[config.mk]
export PLATFORM = sky130hd
export DESIGN_NAME = dmc_ram
export DESIGN_NICKNAME = d
export VERILOG_FILES = /design/src/sv/dmc_ram.sv
export SDC_FILE = /design/constraint.sdc
export NUM_CORES = 1
export LEC_CHECK = 0
export ABC_AREA = 1
export BUFFER_PORTS_ARGS = -buffer_cell sky130_fd_sc_hd__buf_2
export CAP_MARGIN = 10
export CORE_UTILIZATION = 53
export CTS_CLUSTER_SIZE = 40
export DETAILED_ROUTE_END_ITERATION = 10
export PLACE_DENSITY = 0.7
export SYNTH_ARGS = -nofsm -noshare
export SYNTH_HDL_FRONTEND = slang
export SYNTH_SLANG_ARGS = --single-unit
[constraint.sdc]
create_clock -name clk -period 3.5 [get_ports clk]
set_clock_uncertainty 0.1 [all_clocks]
set_input_delay 0.7 -clock clk [delete_from_list [all_inputs] [get_ports clk]]
set_output_delay 0.7 -clock clk [all_outputs]
set_load 0.1 [all_outputs]
[src/sv/dmc_ram.sv]
// Generic single-port-write, single-port-read RAM with registered read data.
module dmc_ram #(
	parameter int WIDTH = 32,
	parameter int DEPTH = 16
) (
	input  logic                     clk,
	input  logic                     we,
	input  logic [$clog2(DEPTH)-1:0] waddr,
	input  logic [WIDTH-1:0]         wdata,
	input  logic                     re,
	input  logic [$clog2(DEPTH)-1:0] raddr,
	output logic [WIDTH-1:0]         rdata
);

	logic [WIDTH-1:0] mem [DEPTH];

	always_ff @(posedge clk) begin
		if (we) begin
			mem[waddr] <= wdata;
		end
		if (re) begin
			rdata <= mem[raddr];
		end
	end

endmodule

==> flow_summary.html <==
<table>
<tr><th>Metric</th><th>Value</th></tr>
<tr><th colspan="2">Outcome</th></tr>
<tr><td>Outcome</td><td>complete, no violations</td></tr>
<tr><th colspan="2">Clock tree</th></tr>
<tr><td>H-tree depth reported by CTS</td><td>2</td></tr>
<tr><td>Total of hold buffers inserted after clock tree synthesis</td><td>0</td></tr>
<tr><td>Clock tree from TritonCTS</td><td>yes</td></tr>
<tr><td>Cells resized by post-CTS repair</td><td>0</td></tr>
<tr><td>Number of setup buffers added after CTS</td><td>0</td></tr>
<tr><td>Insertion delay of the later-clocked pin in the worst-skew pair</td><td>590 ps</td></tr>
<tr><td>Clock-pin slew on the worst setup and hold paths</td><td>60 ps</td></tr>
<tr><td>Root cell of the clock tree</td><td>clkbuf_16</td></tr>
<tr><td>Clock Path Buffers</td><td>3</td></tr>
<tr><td>Number of buffers inserted during clock tree synthesis</td><td>53</td></tr>
<tr><td>Clock Sinks</td><td>544</td></tr>
<tr><th colspan="2">Logic synthesis</th></tr>
<tr><td>Net count of the mapped netlist</td><td>2163</td></tr>
<tr><td>Share of the yosys chip area belonging to registers</td><td>0.7087</td></tr>
<tr><td>Warnings from Yosys</td><td>0</td></tr>
<tr><td>Count of unique library cells instantiated by Yosys</td><td>14</td></tr>
<tr><td>Register bit total from synthesis</td><td>544</td></tr>
<tr><td>Cells after Synth</td><td>2120</td></tr>
<tr><td>Netlist Area Pre-Place</td><td>23050 µm²</td></tr>
<tr><td>Average cell area after synthesis</td><td>10.87 µm²</td></tr>
<tr><th colspan="2">Place</th></tr>
<tr><td>Count of input and output buffers</td><td>74</td></tr>
<tr><td>Half-perimeter wire length after detailed placement</td><td>28.14 mm</td></tr>
<tr><td>Pre-CTS WS</td><td>880.5 ps</td></tr>
<tr><td>Routability Congestion</td><td>0.7601</td></tr>
<tr><th colspan="2">Detailed routing</th></tr>
<tr><td>Post-DRT Antenna Nets</td><td>0</td></tr>
<tr><td>Via count normalized by instance count</td><td>5.242</td></tr>
<tr><td>Vias</td><td>14725</td></tr>
<tr><td>Final routed wirelength across all metal layers</td><td>52.43 mm</td></tr>
<tr><td>First-pass iteration count of the detailed router</td><td>6</td></tr>
<tr><td>Number of DRC markers in iteration 0</td><td>1491</td></tr>
<tr><td>DRC viols</td><td>0</td></tr>
<tr><td>Routed len/inst</td><td>18.67 µm</td></tr>
<tr><th colspan="2">Hold path</th></tr>
<tr><td>Min-Delay Path Class</td><td>in -&gt; reg</td></tr>
<tr><th colspan="2">Finish</th></tr>
<tr><td>Area growth from synthesis to final layout</td><td>11.24%</td></tr>
<tr><td>Nets</td><td>2226</td></tr>
<tr><td>Number of diodes added for antenna fixing</td><td>0</td></tr>
<tr><td>Total of fill cells in the finished design</td><td>3450</td></tr>
<tr><td>Proportion of layout cells with a drive suffix above 1</td><td>0.09308</td></tr>
<tr><td>Finished Core Util</td><td>0.5966</td></tr>
<tr><th colspan="2">Global route</th></tr>
<tr><td>Initial antenna violation count</td><td>1</td></tr>
<tr><td>Global router's overall resource usage</td><td>0.2447</td></tr>
<tr><td>Number of global-route vias before repair</td><td>14568</td></tr>
<tr><td>Grt met3 use</td><td>0.03903</td></tr>
<tr><td>Busiest grt layer</td><td>met2</td></tr>
<tr><td>Largest net degree at the start of global routing</td><td>129</td></tr>
<tr><td>Routing usage on met1</td><td>0.3374</td></tr>
<tr><td>Met2 demand-to-capacity share in global routing</td><td>0.4026</td></tr>
<tr><td>Wire length of the first global-routing pass</td><td>81.99 mm</td></tr>
<tr><td>Total congestion overflow</td><td>0</td></tr>
<tr><th colspan="2">Floorplanning</th></tr>
<tr><td>Die footprint</td><td>44330 µm²</td></tr>
<tr><td>Placement Rows</td><td>76</td></tr>
<tr><td>Area of the core</td><td>42980 µm²</td></tr>
<tr><td>Initial core utilization</td><td>0.5363</td></tr>
<tr><td>IO Count</td><td>75</td></tr>
<tr><td>DIE WIDTH</td><td>210.5 µm</td></tr>
<tr><td>Die boundary height</td><td>210.5 µm</td></tr>
<tr><th colspan="2">Critical path</th></tr>
<tr><td>Worst r2r path cells</td><td>6</td></tr>
<tr><td>Critical path data required time</td><td>2700 ps</td></tr>
<tr><td>Peak fanout along the critical path</td><td>1</td></tr>
<tr><td>Source of the critical timing path</td><td>rdata[4]</td></tr>
<tr><td>Number of cells on the critical path</td><td>1</td></tr>
<tr><td>Cell with the largest stage delay on the worst path</td><td>buf_2</td></tr>
<tr><td>Critical path's largest stage delay</td><td>440 ps</td></tr>
<tr><td>Path type of the worst setup path</td><td>reg -&gt; out</td></tr>
<tr><td>Cell family with most CP delay</td><td>buffers and inverters</td></tr>
<tr><td>Worst path bufs/invs</td><td>1</td></tr>
<tr><td>Worst r2r src</td><td>mem[3][12]</td></tr>
<tr><td>Setup crit start kind</td><td>flip-flop</td></tr>
<tr><td>Nature of the critical path endpoint</td><td>primary output</td></tr>
<tr><td>RR Endpoint</td><td>rdata[12]</td></tr>
<tr><td>Critical-path cell list</td><td>buf_2</td></tr>
<tr><td>Arrival @ worst endpoint</td><td>1410 ps</td></tr>
<tr><td>Crit path to</td><td>rdata[4]</td></tr>
<tr><td>Setup slack of the most critical reg-to-reg path</td><td>2150 ps</td></tr>
<tr><th colspan="2">Timing</th></tr>
<tr><td>Transition time at the pin with the least slew margin</td><td>735.6 ps</td></tr>
<tr><td>Max Clock Freq</td><td>0.4527 GHz</td></tr>
<tr><td>Post-route fraction of the period consumed by the critical path</td><td>0.6312</td></tr>
<tr><td>Total count of max-transition violations in the final report</td><td>0</td></tr>
<tr><td>Clock period minus final worst setup slack</td><td>2209 ps</td></tr>
<tr><td>Final setup margin</td><td>1291 ps</td></tr>
<tr><td>Final setup violation count</td><td>0</td></tr>
<tr><td>Setup repair after global routing missed its margin</td><td>no</td></tr>
<tr><td>Relative slew slack</td><td>0.5084</td></tr>
<tr><td>Final Hold Viols</td><td>0</td></tr>
<tr><td>Fin Setup TNS</td><td>0 ps</td></tr>
<tr><th colspan="2">Power</th></tr>
<tr><td>Worst IR Drop VDD</td><td>0.3837 mV</td></tr>
<tr><td>Power per unit of standard cell area</td><td>537.4 nW/µm²</td></tr>
<tr><td>Static Leak</td><td>10.85 nW</td></tr>
<tr><th colspan="2">Job</th></tr>
<tr><td>Max Cap Viol</td><td>0</td></tr>
</table>
==> through the flow <==
stage	hold slack, ps	cells	total power, mW	area [µm²]
after CTS	363.8	2809	13.86	25640
after global routing	378.8	2809	14.20	25640
after floorplan	582.9	2120	8.237	23050
final	382.1	2809	13.78	25640
after global placement	619.0	2713	8.541	24030
after detailed placement	633.1	2713	8.567	24030
==> report_power, final <==
| group | switching [mW] | internal (mW) |
|---|---|---|
| logic | 0.825 | 0.231 |
| clock network | 2.35 | 3.00 |
| registers | 0.0359 | 7.34 |
==> worst min path at each step <==
stage / cells past startpoint / start / slack (ps) / to
3_3_place_gp: 6 / mem[6][27] / 620 / rdata[27]
3_5_place_dp: 6 / mem[4][28] / 630 / rdata[28]
2_1_floorplan: 6 / mem[10][0] / 580 / rdata[0]
4_1_cts: 1 / wdata[6] / 360 / mem[3][6]
6_report: 1 / wdata[3] / 380 / mem[15][3]
5_1_grt: 1 / wdata[6] / 380 / mem[3][6]
==> placed cells by master (no fill, tap or decap) <==
master	instances
clkbuf_16	55
buf_12	12
nand3b_1	2
edfxtp_1	544
clkbuf_1	11
nor2_1	1
clkinvlp_4	1
inv_6	2
clkbuf_8	1
clkinv_2	16
bufinv_16	2
clkinv_1	11
inv_1	386
inv_2	1
inv_4	1
buf_2	72
nor2_4	16
buf_4	28
nand2_1	677
nand3_1	385
==> Yosys cell counts <==
master	n	area [µm²]
inv_2	1	3.750
nor2_1	17	63.81
buf_2	41	205.2
buf_6	29	326.6
nand2_1	677	2541
nand3b_1	2	15.01
edfxtp_1	544	16340
inv_4	1	6.260
inv_1	388	1456
buf_1	14	52.55
buf_4	6	45.04
buf_12	1	20.02
clkbuf_1	14	52.55
nand3_1	385	1927
==> flip-flops by register name, summed over array words and instances (netlist names) <==
signal,count
mem,512
rdata,32
==> cells by family after synthesis <==
logic type | count (synthesis) | share of synthesized area
buffers and inverters | 495 | 0.09407
flip-flops | 544 | 0.7087
AND/OR/NAND/NOR | 1081 | 0.1973
==> routing by layer <==
metal	part of all wire	routed length, µm	vias to the layer above
li1	-	-	6982
met1	0.42	22110	7049
met2	0.48	24940	589
met3	0.077	4054	103
met4	0.025	1308	2
met5	0.00023	12	-
==> layout make-up <==
| cell class | count | area, µm² | share of cell area |
|---|---|---|---|
| well taps | 585 | 732.0 | 0.02854 |
| multi-input cells | 1081 | 4667 | 0.1820 |
| inverters | 390 | 1471 | 0.05738 |
| clock inverters | 30 | 193.9 | 0.007563 |
| clock buffers | 66 | 1418 | 0.05528 |
| flip-flops and latches | 544 | 16340 | 0.6371 |
| repair buffers | 113 | 824.5 | 0.03216 |
No activity file was read; power rests on OpenSTA's default activity.
